==> src/rtl/lesf_pkg.sv <==
`timescale 1ns / 1ps
`default_nettype none
// ============================================================================
// lesf_pkg: shared types and constants of the largest empty square finder
// Sizes of the grid, widths of the fields, register indexes and the format of
// a classified cell as it travels from the front part to the back part.
// ============================================================================
package lesf_pkg;

    localparam int MAX_COLS    = 1024;
    localparam int MAX_ROWS    = 1024;
    localparam int COL_W       = $clog2(MAX_COLS);
    localparam int ROW_W       = $clog2(MAX_ROWS);
    localparam int COUNT_W     = 11;
    localparam int SIZE_W      = 11;
    localparam int CHAR_W      = 8;
    localparam int CFG_IDX_W   = 2;
    localparam int CFG_DATA_W  = 11;

    // Queue depth must be a power of two so the pointers wrap naturally.
    localparam int QUEUE_DEPTH = 4;
    localparam int QPTR_W      = $clog2(QUEUE_DEPTH);

    localparam logic [SIZE_W-1:0]  SIZE_LIMIT      = '1;
    localparam logic [COUNT_W-1:0] ROW_COUNT_RST   = COUNT_W'(1);
    localparam logic [COUNT_W-1:0] COL_COUNT_RST   = COUNT_W'(1);
    localparam logic [CHAR_W-1:0]  EMPTY_CHAR_RST  = CHAR_W'(46);
    localparam logic [CHAR_W-1:0]  OBST_CHAR_RST   = CHAR_W'(111);

    typedef enum logic [CFG_IDX_W-1:0] {
        REG_ROW_COUNT,
        REG_COLUMN_COUNT,
        REG_EMPTY_CHAR,
        REG_OBSTACLE_CHAR
    } cfg_reg_t;

    typedef enum logic [1:0] {
        CELL_EMPTY,
        CELL_OBSTACLE,
        CELL_BAD
    } cell_kind_t;

    typedef struct packed {
        cell_kind_t       kind;
        logic             edge_cell;   // first row or first column
        logic             frame_end;   // last cell of the frame
        logic [ROW_W-1:0] row;
        logic [COL_W-1:0] col;
    } cell_item_t;

    // A count of zero acts as one, a count above the maximum acts as the maximum.
    function automatic logic [COUNT_W-1:0] clamp_count(
        input logic [COUNT_W-1:0] v,
        input logic [COUNT_W-1:0] maxv
    );
        logic [COUNT_W-1:0] r;
        if (v == '0)
            r = COUNT_W'(1);
        else if (v > maxv)
            r = maxv;
        else
            r = v;
        return r;
    endfunction

endpackage
`default_nettype wire

==> src/rtl/lesf_front.sv <==
`timescale 1ns / 1ps
`default_nettype none
// ============================================================================
// lesf_front: configuration registers, cell classification and raster counters
// Accepts one cell per cycle while the queue has room, tags it with its
// position, its class and the end-of-frame mark, and pushes it to the queue.
// ============================================================================
module lesf_front (
    input  wire logic                          clk,
    input  wire logic                          rst_n,
    input  wire logic                          cfg_write,
    input  wire logic [lesf_pkg::CFG_IDX_W-1:0]  cfg_index,
    input  wire logic [lesf_pkg::CFG_DATA_W-1:0] cfg_data,
    input  wire logic                          cell_valid,
    input  wire logic [lesf_pkg::CHAR_W-1:0]   cell_char,
    output logic                               cell_stall,
    input  wire logic                          queue_full,
    output logic                               push,
    output lesf_pkg::cell_item_t               push_item
);

    logic [lesf_pkg::COUNT_W-1:0] row_count_reg;
    logic [lesf_pkg::COUNT_W-1:0] column_count_reg;
    logic [lesf_pkg::CHAR_W-1:0]  empty_char_reg;
    logic [lesf_pkg::CHAR_W-1:0]  obstacle_char_reg;

    logic [lesf_pkg::ROW_W-1:0]   row_reg;
    logic [lesf_pkg::ROW_W-1:0]   row_next;
    logic [lesf_pkg::COL_W-1:0]   col_reg;
    logic [lesf_pkg::COL_W-1:0]   col_next;

    logic [lesf_pkg::COUNT_W-1:0] rows;
    logic [lesf_pkg::COUNT_W-1:0] cols;
    logic                         row_end;
    logic                         last_row;
    lesf_pkg::cell_kind_t         kind;

    always_ff @(posedge clk or negedge rst_n)
    begin
        if (!rst_n)
        begin
            row_count_reg     <= lesf_pkg::ROW_COUNT_RST;
            column_count_reg  <= lesf_pkg::COL_COUNT_RST;
            empty_char_reg    <= lesf_pkg::EMPTY_CHAR_RST;
            obstacle_char_reg <= lesf_pkg::OBST_CHAR_RST;
        end
        else if (cfg_write)
        begin
            case (lesf_pkg::cfg_reg_t'(cfg_index))
                lesf_pkg::REG_ROW_COUNT:     row_count_reg     <= cfg_data;
                lesf_pkg::REG_COLUMN_COUNT:  column_count_reg  <= cfg_data;
                lesf_pkg::REG_EMPTY_CHAR:    empty_char_reg    <= cfg_data[lesf_pkg::CHAR_W-1:0];
                lesf_pkg::REG_OBSTACLE_CHAR: obstacle_char_reg <= cfg_data[lesf_pkg::CHAR_W-1:0];
                default: ;
            endcase
        end
    end

    always_comb
    begin
        rows     = lesf_pkg::clamp_count(row_count_reg,
                                         lesf_pkg::COUNT_W'(lesf_pkg::MAX_ROWS));
        cols     = lesf_pkg::clamp_count(column_count_reg,
                                         lesf_pkg::COUNT_W'(lesf_pkg::MAX_COLS));
        row_end  = (lesf_pkg::COUNT_W'(col_reg) + lesf_pkg::COUNT_W'(1)) >= cols;
        last_row = (lesf_pkg::COUNT_W'(row_reg) + lesf_pkg::COUNT_W'(1)) >= rows;

        // An obstacle match wins, so equal codes classify as obstacle.
        if (cell_char == obstacle_char_reg)
            kind = lesf_pkg::CELL_OBSTACLE;
        else if (cell_char == empty_char_reg)
            kind = lesf_pkg::CELL_EMPTY;
        else
            kind = lesf_pkg::CELL_BAD;
    end

    assign cell_stall = queue_full;
    assign push       = cell_valid && !queue_full;

    always_comb
    begin
        push_item.kind      = kind;
        push_item.edge_cell = (row_reg == '0) || (col_reg == '0);
        push_item.frame_end = row_end && last_row;
        push_item.row       = row_reg;
        push_item.col       = col_reg;
    end

    always_comb
    begin
        row_next = row_reg;
        col_next = col_reg;
        if (push)
        begin
            if (!row_end)
                col_next = col_reg + lesf_pkg::COL_W'(1);
            else
            begin
                col_next = '0;
                row_next = last_row ? '0 : row_reg + lesf_pkg::ROW_W'(1);
            end
        end
    end

    always_ff @(posedge clk or negedge rst_n)
    begin
        if (!rst_n)
        begin
            row_reg <= '0;
            col_reg <= '0;
        end
        else
        begin
            row_reg <= row_next;
            col_reg <= col_next;
        end
    end

endmodule
`default_nettype wire

==> config.mk <==
export PLATFORM = sky130hd
export DESIGN_NAME = lesf_front
export DESIGN_NICKNAME = d
export VERILOG_FILES = /design/src/rtl/lesf_pkg.sv /design/src/rtl/lesf_front.sv
export SDC_FILE = /design/constraint.sdc
export NUM_CORES = 1
export LEC_CHECK = 0
export BUFFER_PORTS_ARGS = -buffer_cell sky130_fd_sc_hd__buf_2
export CORE_ASPECT_RATIO = 0.6
export CORE_MARGIN = 3
export CORE_UTILIZATION = 33
export CTS_CLUSTER_DIAMETER = 100
export DETAILED_ROUTE_END_ITERATION = 10
export SLEW_MARGIN = 25
export SYNTH_ARGS = -nofsm -noshare
export SYNTH_HDL_FRONTEND = slang
export SYNTH_SLANG_ARGS = --single-unit
==> constraint.sdc <==
create_clock -name clk -period 2.8 [get_ports clk]
set_input_delay 0.28 -clock clk [delete_from_list [all_inputs] [get_ports clk]]
set_output_delay 0.28 -clock clk [all_outputs]
set_load 0.03 [all_outputs]
-- After elaboration in Yosys (flattened, before gate mapping)
Index checks and enable logic that the tools add are counted.
W data, S select, Z words.
- muxes and demuxes: 8
- $add $sub $neg: 4
- eq/ne operators: 5
- reduce and logical (&&, ||, !) cells: 14
- magnitude comparators: 4
- operator list (cell ; number):
    $mux W11 ; 4
    $add A10 B1 Y11 const B ; 2
    $ge A11 B11 Y1 ; 2
    $gt A11 B11 Y1 const B ; 2
    $logic_not A11 Y1 ; 2
    $add A10 B1 Y10 const B ; 2
    $logic_not A10 Y1 ; 2
    $mux W10 ; 2
    $eq A8 B8 Y1 ; 2
    $reduce_and A2 Y1 ; 5
    $eq A2 B2 Y1 const B ; 2
    $mux W2 ; 2
    $eq A2 B1 Y1 const B ; 1
    $logic_and A1 B1 Y1 ; 2
    $logic_not A2 Y1 ; 1
    $logic_not A1 Y1 ; 1
    $logic_or A1 B1 Y1 ; 1
- register bits after elaboration: 58
- input bits: 26
- logic and storage cells: 41
- output and inout port bits: 26

-- Depth between registers and ports, before layout
- depth in word-level cells: 5
- depth in mapped cells: 12
- mapped depth without buffers: 11

-- Least setup slack after synthesis
Ideal clock, no wire load.
- path type: register to output
- from: reg col_reg[0] (netlist name)
- to: out push_item[20] (netlist name)
- required time: 2.520 ns
- buffers on the path: 1
- path slack: -0.478 ns
- stages on the path, launching flop included: 12
- arrival time: 2.998 ns
- cell sequence: dfrtp_1 ha_1 nand3_1 nor2_1 nand3_1 xnor2_1 ha_1 nand3_1 or4_4 and3_1 clkbuf_1 nor2_1
- RTL lines (what ; RTL line ; source):
    start, declared ; lesf_front.sv:29 ; logic [lesf_pkg::COL_W-1:0] col_reg;
    start signal, assigned ; lesf_front.sv:115 ; col_reg <= col_next;
    end, declared ; lesf_front.sv:19 ; output lesf_pkg::cell_item_t push_item

-- Worst setup path after layout
- from: reg col_reg[0] (netlist name)
- to: reg row_reg[5] (netlist name)
- longest elaborated chain between the ends: 3
- RTL lines (what ; RTL line ; source):
    $add A10 B1 Y11 ; lesf_front.sv:65 ; row_end = (lesf_pkg::COUNT_W'(col_reg) + lesf_pkg::COUNT_W'(1)) >= cols;
    $ge A11 B11 Y1 ; lesf_front.sv:65 ;
    $reduce_and A2 Y1 (no source line) ; n/a ;
    end signal, assigned ; lesf_front.sv:114 ; row_reg <= row_next;
    end, declared ; lesf_front.sv:27 ; logic [lesf_pkg::ROW_W-1:0] row_reg;
No other way between the ends.
A chain may end at the register's enable or synchronous reset.

==> flow_metrics.tcl <==
set metrics [dict create \
    synth-simple-area-share 0.1518 \
    ant_nets 0 \
    final_common_cell "buf_2" \
    cts_tree "yes" \
    yosys-top-cells-area "dfrtp_1 34%, mux2_2 12%, ha_1 9.6%" \
    vias 2807 \
    status "finished with violations" \
    register_area_um2 1473 \
    p_per_area_nw_per_um2 814.4 \
    fin_worst_skew_ns 0.006129 \
    synth_fa_ha_area_frac 0.09647 \
    clockBufferDepth 2 \
    grt_pass1_vias 2852 \
    period_needed_ns 2.959 \
    drive_gt1_frac 0.4754 \
    core-area_um2 9560 \
    grt_pass1_wl_um 14500 \
    first_iter_violations 135 \
    final_cell_mix "50 x buf_2, 44 x buf_4, 41 x dfrtp_1, 37 x mux2_2, 36 x nand2_1" \
    nets 474 \
    cap_violations 0 \
    rows 27 \
    syn-instance-count 322 \
    crit_required_ns 3.04 \
    dr.pass1.iters 4 \
    path_max_fanout 5 \
    ys_seq_elements 58 \
    cts-buffers-inserted 9 \
    synth_top_area_frac 0.3414 \
    finalSetupViolations 11 \
    maxSlewHeadroom 0.5374 \
    die_w_um 136.5 \
    holdBufCountCts 0 \
    clock_sinks 58 \
    synth.area.mux_share 0.1236 \
    rsz0062_at_grt "yes" \
    min-delay-path-class "in -> async" \
    clk-insertion-delay-late_ns 0.33 \
    drv_slew 0 \
    drc 0 \
    synth_cell_types 43 \
    synth_edf_count 0 \
    die_area_um2 11510 \
    yosysWarnings 0 \
    syn_area_um2 3372 \
    track_usage 0.1622 \
    area_growth_pct 38.14 \
    syn-num-nets 374 \
    grt_overflow_total 0 \
    start_kind "register" \
    pre_cts_slack_ns -0.04896 \
    hold_viol 5 \
    die_y_um 84.30 \
    vias_per_cell 5.039 \
    worstPathArrival_ns 3.20 \
    yosys.area.top_type "dfrtp_1" \
    ys.flop_type "dfrtp_1" \
    detail_route.wl_per_cell_um 15.96 \
    multiInputGateArea_um2 2037 \
    async_reset_ff_frac 1.000 \
    synth_compound_area_frac 0.08349 \
    synth_top_family_by_area "simple AND/OR/NAND/NOR gates" \
    yosysSeqAreaShare 0.4349 \
    antenna_found_initial 0 \
    root_buffer "clkbuf_16" \
    setup_ws_ns -0.1585 \
    synth-xor-area-share 0.08052 \
    dp_hpwl_um 6712 \
    htree_levels 3 \
    io_buffers 51 \
    final.period_utilization 1.057 \
    criticalPathCategory "reg -> reg" \
    fillers 900 \
    ios 52 \
    diodes 0 \
    clk_pin_slew_ns 0.05 \
    gp_congestion 0.8612 \
    power.leakage_nw 2.151 \
    synthesis.area_per_instance_um2 10.47 \
    vdd_drop_max_mv 0.3586 \
    tightest_slew_ns 0.6939 \
    fin_hold_ws_ns -0.008608 \
    drt-total-wl_um 8887 \
    start_util 0.3527 \
    violations "hold timing, setup timing" \
    crit_path_end_kind "register" \
    grt_max_degree 31 \
    fmax_mhz 338.0 \
]
critical path: stages (launching register included):
cell and delay (ns):
dfrtp_2 0.41, ha_4 0.16, nand3_4 0.08, nor2_4 0.11, nand3_2 0.09, xnor2_2 0.16, ha_1 0.30, nand3_2 0.06
or4_4 0.52, buf_4 0.15, buf_6 0.11, a31o_4 0.24, or2_4 0.29, o31ai_4 0.17
report_power, final:
group	leakage [nW]	internal [mW]	switching (mW)	total (mW)
clock	0.150	0.733	0.365	1.10
combinational	1.31	0.703	0.803	1.51
sequential	0.697	1.04	0.153	1.19
stage by stage:
stage / setup TNS (ns) / instance area [um^2] / utilization / instances / power [mW]
CTS: -0.4050 / 4488 / 0.4694 / 554 / 3.717
detailed placement: -0.06572 / 4054 / 0.4240 / 527 / 2.484
floorplan: -0.03589 / 3437 / - / 322 / 2.009
global route: -2.722 / 4658 / 0.4872 / 557 / 4.060
finish: -1.239 / 4658 / 0.4872 / 557 / 3.794
global placement: 0 / 4054 / 0.4240 / 527 / 2.449
Yosys cell counts (3+ instances only):
library cell / instances
dfrtp_1: 46
inv_1: 15
a21oi_1: 7
nand3_1: 18
mux2_2: 37
nand4_1: 6
o21ai_1: 8
dfstp_2: 12
o21ai_0: 6
nand3b_1: 3
clkbuf_1: 7
nand2_1: 36
xnor2_1: 18
nor2_1: 12
nor3_1: 4
a22o_1: 6
nand2b_1: 4
nor4_1: 9
ha_1: 26
xor2_1: 13
and3_1: 3
kinds of logic after synthesis:
kind of cell,Yosys count
muxes,37
DFF,58
AOI/OAI and AO/OA,42
xor gates and xnor gates,31
and+or+nand+nor,103
buffers and inverters,25
adders and majority gates,26
area by class of cell:
| cell class | count | area share |
|---|---|---|
| well taps | 130 | 0.03492 |
| inverters | 16 | 0.01289 |
| multi-input cells | 239 | 0.4373 |
| flip-flops and latches | 58 | 0.3161 |
| repair buffers | 98 | 0.1343 |
| clock inverters | 3 | 0.008595 |
| clock buffers | 13 | 0.05587 |
per-layer routing:
layer,up-vias,share of wire,routed length [um],track usage
met2,79,0.40,3528,0.2145
met5,-,0,0,0
li1,1355,-,-,-
met1,1361,0.53,4701,0.2513
met3,12,0.062,550,0.05030
met4,0,0.012,106,0.04209
final timing paths:
path | startpoint | end | slack [ns] | depth (start not counted)
setup / recovery | col_reg[0] | row_reg[5] | -0.16 | 13
hold / removal | rst_n | col_reg[7] | -0.009 | 1
setup reg to reg | col_reg[0] | row_reg[5] | -0.16 | 13
hold reg to reg | empty_char_reg[0] | empty_char_reg[0] | 0.53 | 1
max in group asynchronous | rst_n | empty_char_reg[1] | 2.01 | 2
min in group clk | cfg_data[10] | row_count_reg[10] | 0.19 | 3
timing repair:
item | CTS | global route
pin swaps | 12 | 9
endpoints found under the setup margin | 8 | 15
gates resized for setup | 9 | 30
endpoints found under the hold margin | 0 | 0
buffers inserted | 11 | 3
Note: power is estimated with default switching activity, not from simulation.
