**src/rtl/lesf_pkg.sv**
```systemverilog
`timescale 1ns / 1ps
`default_nettype none
// ============================================================================
// lesf_pkg: shared types and constants of the largest empty square finder
// Sizes of the grid, widths of the fields, register indexes and the format of
// a classified cell as it travels from the front part to the back part.
// ============================================================================
package lesf_pkg;

    localparam int MAX_COLS    = 1024;
    localparam int MAX_ROWS    = 1024;
    localparam int COL_W       = $clog2(MAX_COLS);
    localparam int ROW_W       = $clog2(MAX_ROWS);
    localparam int COUNT_W     = 11;
    localparam int SIZE_W      = 11;
    localparam int CHAR_W      = 8;
    localparam int CFG_IDX_W   = 2;
    localparam int CFG_DATA_W  = 11;

    // Queue depth must be a power of two so the pointers wrap naturally.
    localparam int QUEUE_DEPTH = 4;
    localparam int QPTR_W      = $clog2(QUEUE_DEPTH);

    localparam logic [SIZE_W-1:0]  SIZE_LIMIT      = '1;
    localparam logic [COUNT_W-1:0] ROW_COUNT_RST   = COUNT_W'(1);
    localparam logic [COUNT_W-1:0] COL_COUNT_RST   = COUNT_W'(1);
    localparam logic [CHAR_W-1:0]  EMPTY_CHAR_RST  = CHAR_W'(46);
    localparam logic [CHAR_W-1:0]  OBST_CHAR_RST   = CHAR_W'(111);

    typedef enum logic [CFG_IDX_W-1:0] {
        REG_ROW_COUNT,
        REG_COLUMN_COUNT,
        REG_EMPTY_CHAR,
        REG_OBSTACLE_CHAR
    } cfg_reg_t;

    typedef enum logic [1:0] {
        CELL_EMPTY,
        CELL_OBSTACLE,
        CELL_BAD
    } cell_kind_t;

    typedef struct packed {
        cell_kind_t       kind;
        logic             edge_cell;   // first row or first column
        logic             frame_end;   // last cell of the frame
        logic [ROW_W-1:0] row;
        logic [COL_W-1:0] col;
    } cell_item_t;

    // A count of zero acts as one, a count above the maximum acts as the maximum.
    function automatic logic [COUNT_W-1:0] clamp_count(
        input logic [COUNT_W-1:0] v,
        input logic [COUNT_W-1:0] maxv
    );
        logic [COUNT_W-1:0] r;
        if (v == '0)
            r = COUNT_W'(1);
        else if (v > maxv)
            r = maxv;
        else
            r = v;
        return r;
    endfunction

endpackage
`default_nettype wire

```
**src/rtl/lesf_queue.sv**
```systemverilog
`timescale 1ns / 1ps
`default_nettype none
// ============================================================================
// lesf_queue: small register queue of classified cells
// Decouples the front part from the back part; a push and a pop may happen
// in the same cycle.
// ============================================================================
module lesf_queue (
    input  wire logic                  clk,
    input  wire logic                  rst_n,
    input  wire logic                  push,
    input  wire lesf_pkg::cell_item_t  push_item,
    output logic                       full,
    input  wire logic                  pop,
    output logic                       head_valid,
    output lesf_pkg::cell_item_t       head_item
);

    lesf_pkg::cell_item_t           slots [lesf_pkg::QUEUE_DEPTH];
    logic [lesf_pkg::QPTR_W-1:0]    wr_ptr_reg;
    logic [lesf_pkg::QPTR_W-1:0]    rd_ptr_reg;
    logic [lesf_pkg::QPTR_W:0]      count_reg;
    logic [lesf_pkg::QPTR_W:0]      count_next;

    assign full       = (count_reg == (lesf_pkg::QPTR_W+1)'(lesf_pkg::QUEUE_DEPTH));
    assign head_valid = (count_reg != '0);
    assign head_item  = slots[rd_ptr_reg];

    always_comb
    begin
        count_next = count_reg;
        if (push && !pop)
            count_next = count_reg + (lesf_pkg::QPTR_W+1)'(1);
        else if (pop && !push)
            count_next = count_reg - (lesf_pkg::QPTR_W+1)'(1);
    end

    always_ff @(posedge clk)
    begin
        if (push)
            slots[wr_ptr_reg] <= push_item;
    end

    always_ff @(posedge clk or negedge rst_n)
    begin
        if (!rst_n)
        begin
            wr_ptr_reg <= '0;
            rd_ptr_reg <= '0;
            count_reg  <= '0;
        end
        else
        begin
            if (push)
                wr_ptr_reg <= wr_ptr_reg + lesf_pkg::QPTR_W'(1);
            if (pop)
                rd_ptr_reg <= rd_ptr_reg + lesf_pkg::QPTR_W'(1);
            count_reg <= count_next;
        end
    end

endmodule
`default_nettype wire

```
**config.mk**
```make
export PLATFORM = sky130hd
export DESIGN_NAME = lesf_queue
export DESIGN_NICKNAME = d
export VERILOG_FILES = /design/src/rtl/lesf_pkg.sv /design/src/rtl/lesf_queue.sv
export SDC_FILE = /design/constraint.sdc
export NUM_CORES = 1
export LEC_CHECK = 0
export BUFFER_PORTS_ARGS = -buffer_cell sky130_fd_sc_hd__buf_2
export CORE_UTILIZATION = 60
export CTS_CLUSTER_SIZE = 8
export DETAILED_ROUTE_END_ITERATION = 7
export GPL_ROUTABILITY_DRIVEN = 0
export PLACE_DENSITY = 0.83
export SYNTH_ARGS = -nofsm -noshare
export SYNTH_HDL_FRONTEND = slang
export SYNTH_SLANG_ARGS = --single-unit
```
**constraint.sdc**
```tcl
create_clock -name clk -period 2.5 [get_ports clk]
set_clock_uncertainty 0.05 [all_clocks]
set_input_delay 0.375 -clock clk [delete_from_list [all_inputs] [get_ports clk]]
set_output_delay 0.375 -clock clk [all_outputs]
set_load 0.01 [all_outputs]
```
Word level (Yosys, flattened, before mapping)
Memories as Yosys holds them, arrays and structs flattened.
Index checks and enable logic that the tools add are counted.
Storage, ports and cells
  bits in registers: 7
  RAM bits: 96
  input bits: 28
  output and inout bits: 26
  logic and storage cells: 19
  memories kept: 1
Memory list
  slots: depth 4, bits a word 24, rd ports 1, clocked after memory_dff 0, write ports 1, line lesf_queue.sv:19  | lesf_pkg::cell_item_t slots [lesf_pkg::QUEUE_DEPTH];
Cells by class
  $add $sub $neg: 4
  equal/unequal tests: 1
  muxes and demuxes: 4
  reductions and logical operators: 6
Operators by type and width (count)
  3-bit 2-to-1 mux: 2
  2-bit by 1-bit adder with 2-bit output (second input constant): 2
  3-bit by 1-bit adder with 3-bit output (second input constant): 1
  3-bit == test (second input constant): 1
  3-bit nonzero test: 1
  3-bit by 1-bit subtractor with 3-bit output (second input constant): 1
  1-bit logical AND: 2
  1-bit logical NOT: 2
  1-bit 2-to-1 mux: 2
  2-bit nonzero test: 1

Depth between registers and ports, before layout
Gate-level depths: netlist of the first run.
  depth in word-level cells: 4
  depth in mapped cells: 7
  mapped depth without buffers: 7

Worst setup path before layout of the first run
OpenSTA, ideal clock, no wires.
  path type: register to register
  start: register wr_ptr_reg[0] (netlist name)
  end: memory slots[0][0] (netlist name) (enable)
  library setup time: 0.383 ns
  arrival: 1.231 ns
  required time: 2.067 ns
  path slack: 0.836 ns
  stages on the path, launching flop included: 4
  path buffers: 0
  cell sequence: dfrtp_1 -> inv_1 -> ha_1 -> and2_1
RTL lines
  start: declaration: line lesf_queue.sv:20  | logic [lesf_pkg::QPTR_W-1:0] wr_ptr_reg;
  start signal: assignment: line lesf_queue.sv:55  | wr_ptr_reg <= wr_ptr_reg + lesf_pkg::QPTR_W'(1);
  end: declaration: line lesf_queue.sv:19
Straight into the memory's write port.

==> results.ini, run 1 <==
[power]
ir_drop_mv = 0.642
power_leakage_nw = 1.59
p_per_area_mw_per_mm2 = 1080

[drt]
firstDrtPassIters = 4
drt-total-wl_mm = 6.11
postRouteAntennaNets = 0
drc_errors = 0
drt_iter0_drc = 99
wire_per_inst_um = 19.8
vias_per_cell = 5.65
vias = 1740

[global_routing]
first_global_vias = 1781
antenna_found_initial = 0
overflow = 0
grt_pass1_wl_mm = 9.11
grt_use_total = 0.198
grt_max_degree = 25

[clock_network]
numCtsBuffers = 9
cts_max_path_buffers = 2
clk_pin_slew_ns = 0.09
cts_setup_buffers = 0
insertion_delay_ns = 0.35
htree_levels = 3
numClockSinks = 103
cts_tree = built
cts_root_buffer = clkbuf_8

[worst_setup_path]
worstSetupStartpointType = register
endpoint_kind = output pin
critical_path.cell_chain = buf_12 -> mux4_2 -> buf_2
critPathSlowestCell = dfrtp_2
worst-path-buf-inv = 2
rr_worst_depth = 4
cp_max_fo = 14
max_stage_delay_ns = 0.65
crit_required_ns = 2.08
cp_num_cells = 3
reg2reg_to = slots[0][1]
worstPathArrival_ns = 1.91
reg2reg_from = wr_ptr_reg[0]
cp_top_family = flip-flops
worstSetupPathType = register to output pin
rrSetupSlack_ns = 0.74

[cells_and_area]
largest_register_ffs = 96
nFillCells = 396
multi_input_area_um2 = 764
fin_nets = 260
finalInstanceArea_mm2 = 0.00446
syn_to_final_growth_pct = 14.3
ff_latch_area_mm2 = 0.00306
fin_util = 0.707
drive_above_1_share = 0.411
antennaDiodeCount = 0

[placed_design]
pre_cts_slack_ns = 0.517
hpwl_mm = 3.99
dpl_cell_area_mm2 = 0.00428
place.port_buffers = 53

[synthesis]
yosysWarnings = 0
seq_area_frac_synth = 0.783
synth-seq-cells = 103
syn_nets = 194
syn_area_mm2 = 0.00390
syn_area_per_cell_um2 = 24.4
ys_types = 19
syn_inst = 160

[outcome]
status = finished clean

[timing]
worst_pin_slew_ns = 0.513
max_freq_mhz = 428
layout_min_cycle_time_ns = 2.34
setup_viol = 0
rsz0062_at_grt = no
finalMaxSlewViolations = 0
relSlewSlack = 0.658
finalCritPeriodShare = 0.934
worst_slack_ns = 0.164
hold_viol = 0
tns_ns = 0

[floorplan]
std_cell_rows = 29
die_w_um = 82.7
io_pins = 54
core_area_mm2 = 0.00631
initial_utilization = 0.618
fp.dieArea_mm2 = 0.00683
die_h_um = 82.7

[min_path]
min_path_type = primary input to register
hold_depth = 1
min_from = push_item[0]
hold_end = slots[2][0]

[flow_run]
maxCapViolCount = 0

[layer usage]
| layer | global-route usage | vias to the layer above | part of all wire |
|---|---|---|---|
| met3 | 0.0495 | 4 | 0.062 |
| li1 | - | 789 | - |
| met1 | 0.257 | 882 | 0.41 |
| met2 | 0.331 | 65 | 0.52 |
| met5 | 0 | - | 0 |
| met4 | 0.0655 | 0 | 0.0041 |
[worst max-delay path by stage]
stage                  start            to  slack (ns)
2_1_floorplan  wr_ptr_reg[0]   slots[0][0]        0.84
3_3_place_gp   rd_ptr_reg[0]  head_item[3]        0.54
3_5_place_dp   rd_ptr_reg[0]  head_item[3]        0.52
4_1_cts        rd_ptr_reg[0]  head_item[3]        0.12
5_1_grt        rd_ptr_reg[0]  head_item[3]        0.06
6_report       rd_ptr_reg[0]  head_item[3]        0.16
[stage by stage]
stage	total power, mW	hold WS [ns]	instances
6_report	4.80	0.185	308
5_1_grt	5.08	0.168	308
2_1_floorplan	3.46	0.0294	160
4_1_cts	4.87	0.166	308
3_5_place_dp	3.97	0.169	291
3_3_place_gp	3.91	0.162	291
[Yosys cell counts, drive strengths merged]
| master | number | share of area |
|---|---|---|
| fa | 1 | 0.0051 |
| and2 | 4 | 0.0064 |
| mux4 | 24 | 0.14 |
| buf | 6 | 0.017 |
| xor2 | 4 | 0.0090 |
| inv | 4 | 0.0038 |
| nor3b | 1 | 0.0019 |
| dfrtp | 7 | 0.045 |
| or3 | 1 | 0.0016 |
| xnor2 | 2 | 0.0045 |
| nand2 | 2 | 0.0019 |
| mux2 | 1 | 0.0029 |
| nor2 | 1 | 0.00096 |
| edfxtp | 96 | 0.74 |
| ha | 5 | 0.016 |
| o21ai | 1 | 0.0013 |
[where the power goes]
part | total, mW | internal (mW) | switching, mW
Combinational | 1.43 | 0.747 | 0.688
Clock | 0.900 | 0.367 | 0.532
Sequential | 2.47 | 2.27 | 0.204
[placed cells by master, fill, tap and decap left out, drive strengths merged]
cell and instances:
and2 4, buf 60, clkbuf 10, clkinv 1, clkinvlp 3, dfrtp 7
dlygate4sd3 1, edfxtp 96, fa 1, ha 5, inv 6, mux2 1
mux4 24, nand2 2, nor2 1, nor3b 1, o21ai 1, or3 1
xnor2 2, xor2 4
[final cells by class]
cell class,count,area share
tap,77,0.0216
clock buffer,10,0.0286
sequential,103,0.686
timing repair buffer,61,0.0791
clock inverter,6,0.0101
multi-input combinational,47,0.171
inverter,4,0.00337
[logic make-up (layout without fill, tap and decap cells)]
kind of cell               count (synthesis)  in the layout  synth area share
DFF                                      103            103             0.783
muxes                                     25             25             0.147
buffers and inverters                     10             81            0.0208
and+or+nand+nor                            9              9            0.0128
adders and majority gates                  6              6            0.0212
xor gates and xnor gates                   6              6            0.0135
AOI/OAI and AO/OA                          1              1           0.00128
[repair_timing]
action	in CTS	in global routing
hold endpoints to repair	7	0
hold buffers	1	0
endpoints found under the setup margin	0	0
resized for setup	0	0
No activity file was read; power rests on OpenSTA's default activity.
==> run 2, diff against run 1 <==
BUFFER_PORTS_ARGS = -buffer_cell sky130_fd_sc_hd__clkbuf_2   (was -buffer_cell sky130_fd_sc_hd__buf_2)
CORE_MARGIN = 3   (was unset)
CORE_UTILIZATION = 51   (was 60)
PLACE_DENSITY = 0.75   (was 0.83)
clock period = 2 ns   (was 2.5 ns; I/O delays follow)
==> results.ini, run 2 (synthesis results as in run 1) <==
[outcome]
status = finished with violations  ; was finished clean
violations = setup timing

[worst_setup_path]
worstPathArrival_ns = 1.69  ; was 1.91 ns
critical_path.cell_chain = buf_12 -> buf_16 -> mux4_2 -> clkbuf_2  ; was buf_12 -> mux4_2 -> buf_2
crit_required_ns = 1.65  ; was 2.08 ns
worstSetupStartpointType = register  ; unchanged
cp_max_fo = 6  ; was 14
endpoint_kind = output pin  ; unchanged
rrSetupSlack_ns = 0.50  ; was 0.74 ns
worst-path-buf-inv = 3  ; was 2
rr_worst_depth = 4  ; unchanged
critPathSlowestCell = mux4_2  ; was dfrtp_2
reg2reg_to = slots[2][4]  ; was slots[0][1]
reg2reg_from = wr_ptr_reg[0]  ; unchanged
max_stage_delay_ns = 0.50  ; was 0.65 ns
cp_top_family = multiplexers  ; was flip-flops
worstSetupPathType = register to output pin  ; unchanged

[timing]
relSlewSlack = 0.763  ; was 0.658
hold_viol = 0  ; unchanged
finalMaxSlewViolations = 0  ; unchanged
whs_ns = 0.114  ; was 0.185 ns
setup_viol = 12  ; was 0
tns_ns = -0.242  ; was 0 ns
max_freq_mhz = 491
finalCritPeriodShare = 1.02
layout_min_cycle_time_ns = 2.04
rsz0062_at_grt = yes  ; was no
worst_slack_ns = -0.0372  ; was 0.164 ns
worst_pin_slew_ns = 0.356  ; was 0.513 ns

[global_routing]
met3_usage = 0.0322  ; was 0.0495
antenna_found_initial = 0  ; unchanged
grt_max_degree = 25  ; unchanged
grt_pass1_wl_mm = 10.4  ; was 9.11 mm
grt_use_total = 0.164  ; was 0.198
first_global_vias = 1972  ; was 1781
overflow = 0  ; unchanged
grtUsageMet1 = 0.219  ; was 0.257
use_met2 = 0.270  ; was 0.331
grt_busiest_layer = met2  ; unchanged

[cells_and_area]
antennaDiodeCount = 0  ; unchanged
nFillCells = 511  ; was 396
syn_to_final_growth_pct = 17.2  ; was 14.3%
fin_nets = 270  ; was 260
layout_common_cells = edfxtp_1, clkbuf_2, mux4_2, buf_4, clkbuf_8  ; was edfxtp_1, buf_2, mux4_2, clkbuf_8
layout_commonest_cell = edfxtp_1  ; unchanged
fin_util = 0.624  ; was 0.707
drive_above_1_share = 0.454  ; was 0.411
largest_register_ffs = 96  ; unchanged

[power]
p_per_area_mw_per_mm2 = 1370  ; was 1080 mW/mm^2
clockPowerShare = 0.175  ; was 0.187
power_leakage_nw = 1.64  ; was 1.59 nW
pwr-share-comb = 0.349  ; was 0.299
p_seq_frac = 0.476  ; was 0.514
switching_share = 0.295  ; was 0.296
power.switching_mw = 1.85  ; was 1.42 mW
p_int_mw = 4.43  ; was 3.38 mW
ir_drop_mv = 0.578  ; was 0.642 mV

[drt]
drt-total-wl_mm = 6.41  ; was 6.11 mm
vias = 1807  ; was 1740
drt_iter0_drc = 143  ; was 99
firstDrtPassIters = 4  ; unchanged
wire_per_inst_um = 18.9  ; was 19.8 um
drc_errors = 0  ; unchanged
vias_per_cell = 5.33  ; was 5.65
postRouteAntennaNets = 0  ; unchanged

[min_path]
min_path_type = primary input to register  ; unchanged
hold_depth = 1  ; unchanged
min_from = push_item[2]  ; was push_item[0]
hold_end = slots[1][2]  ; was slots[2][0]

[floorplan]
fp.dieArea_mm2 = 0.00874  ; was 0.00683 mm^2
die_w_um = 93.5  ; was 82.7 um
io_pins = 54  ; unchanged
die_h_um = 93.5  ; was 82.7 um
initial_utilization = 0.533  ; was 0.618
core_area_mm2 = 0.00733  ; was 0.00631 mm^2
std_cell_rows = 31  ; was 29

[clock_network]
cts_root_buffer = clkbuf_8  ; unchanged
numCtsBuffers = 9  ; unchanged
numClockSinks = 103  ; unchanged
clk_pin_slew_ns = 0.09  ; about the same
cts_max_path_buffers = 2  ; unchanged
htree_levels = 3  ; unchanged
insertion_delay_ns = 0.34  ; was 0.35 ns
cts_tree = built  ; unchanged

[placed_design]
hpwl_mm = 4.19  ; was 3.99 mm
place.port_buffers = 53  ; unchanged

[flow_run]
maxCapViolCount = 0  ; unchanged

-- run 2: per-layer routing --
layer  wire length, um  vias to the layer above
met1              2690                      933
met2              3350                       61
met5                 0                        -
met3               297                       10
li1                  -                      803
met4                82                        0
-- run 2: worst max path at each step --
stage	start	endpoint	cells past startpoint
final	rd_ptr_reg[0]	head_item[1]	4
after global routing	rd_ptr_reg[0]	head_item[1]	4
after CTS	rd_ptr_reg[0]	head_item[3]	4
after detailed placement	rd_ptr_reg[0]	head_item[19]	3
after global placement	rd_ptr_reg[0]	head_item[21]	3
after floorplan	wr_ptr_reg[0]	slots[0][0]	3
-- run 2: layout make-up --
cell class | count | area [um^2] | area share
clock buffers | 9 | 124 | 0.0271
clock inverters | 6 | 37.5 | 0.00820
inverters | 4 | 15.0 | 0.00328
multi-input cells | 47 | 742 | 0.162
flip-flops and latches | 103 | 3060 | 0.669
well taps | 99 | 124 | 0.0271
repair buffers | 71 | 474 | 0.104
-- run 2: power by group through the flow --
stage / logic [mW] / registers (mW) / clock network, mW
6_report: 2.19 / 2.99 / 1.10
5_1_grt: 2.39 / 3.03 / 1.22
4_1_cts: 2.23 / 2.99 / 1.12
3_5_place_dp: 1.97 / 3.03 / 0
3_3_place_gp: 1.95 / 3.01 / 0
2_1_floorplan: 1.36 / 2.98 / 0
-- run 2: per-stage QoR --
step / power [mW] / std cells / instance area (um^2) / worst slack (ns)
final: 6.28 / 339 / 4580 / -0.0372
after global routing: 6.63 / 339 / 4580 / -0.115
after CTS: 6.34 / 339 / 4570 / -0.0596
after detailed placement: 5.00 / 318 / 4330 / 0.273
after global placement: 4.95 / 318 / 4330 / 0.299
after floorplan: 4.33 / 160 / 3900 / 0.336
-- run 2: what timing repair did --
action,CTS,global route
setup endpoints to repair,24,24
setup buffers,3,0
gates resized for setup,8,3
cloned,2,0
pin swaps,0,0
hold buffers,1,0
endpoints found under the hold margin,7,0
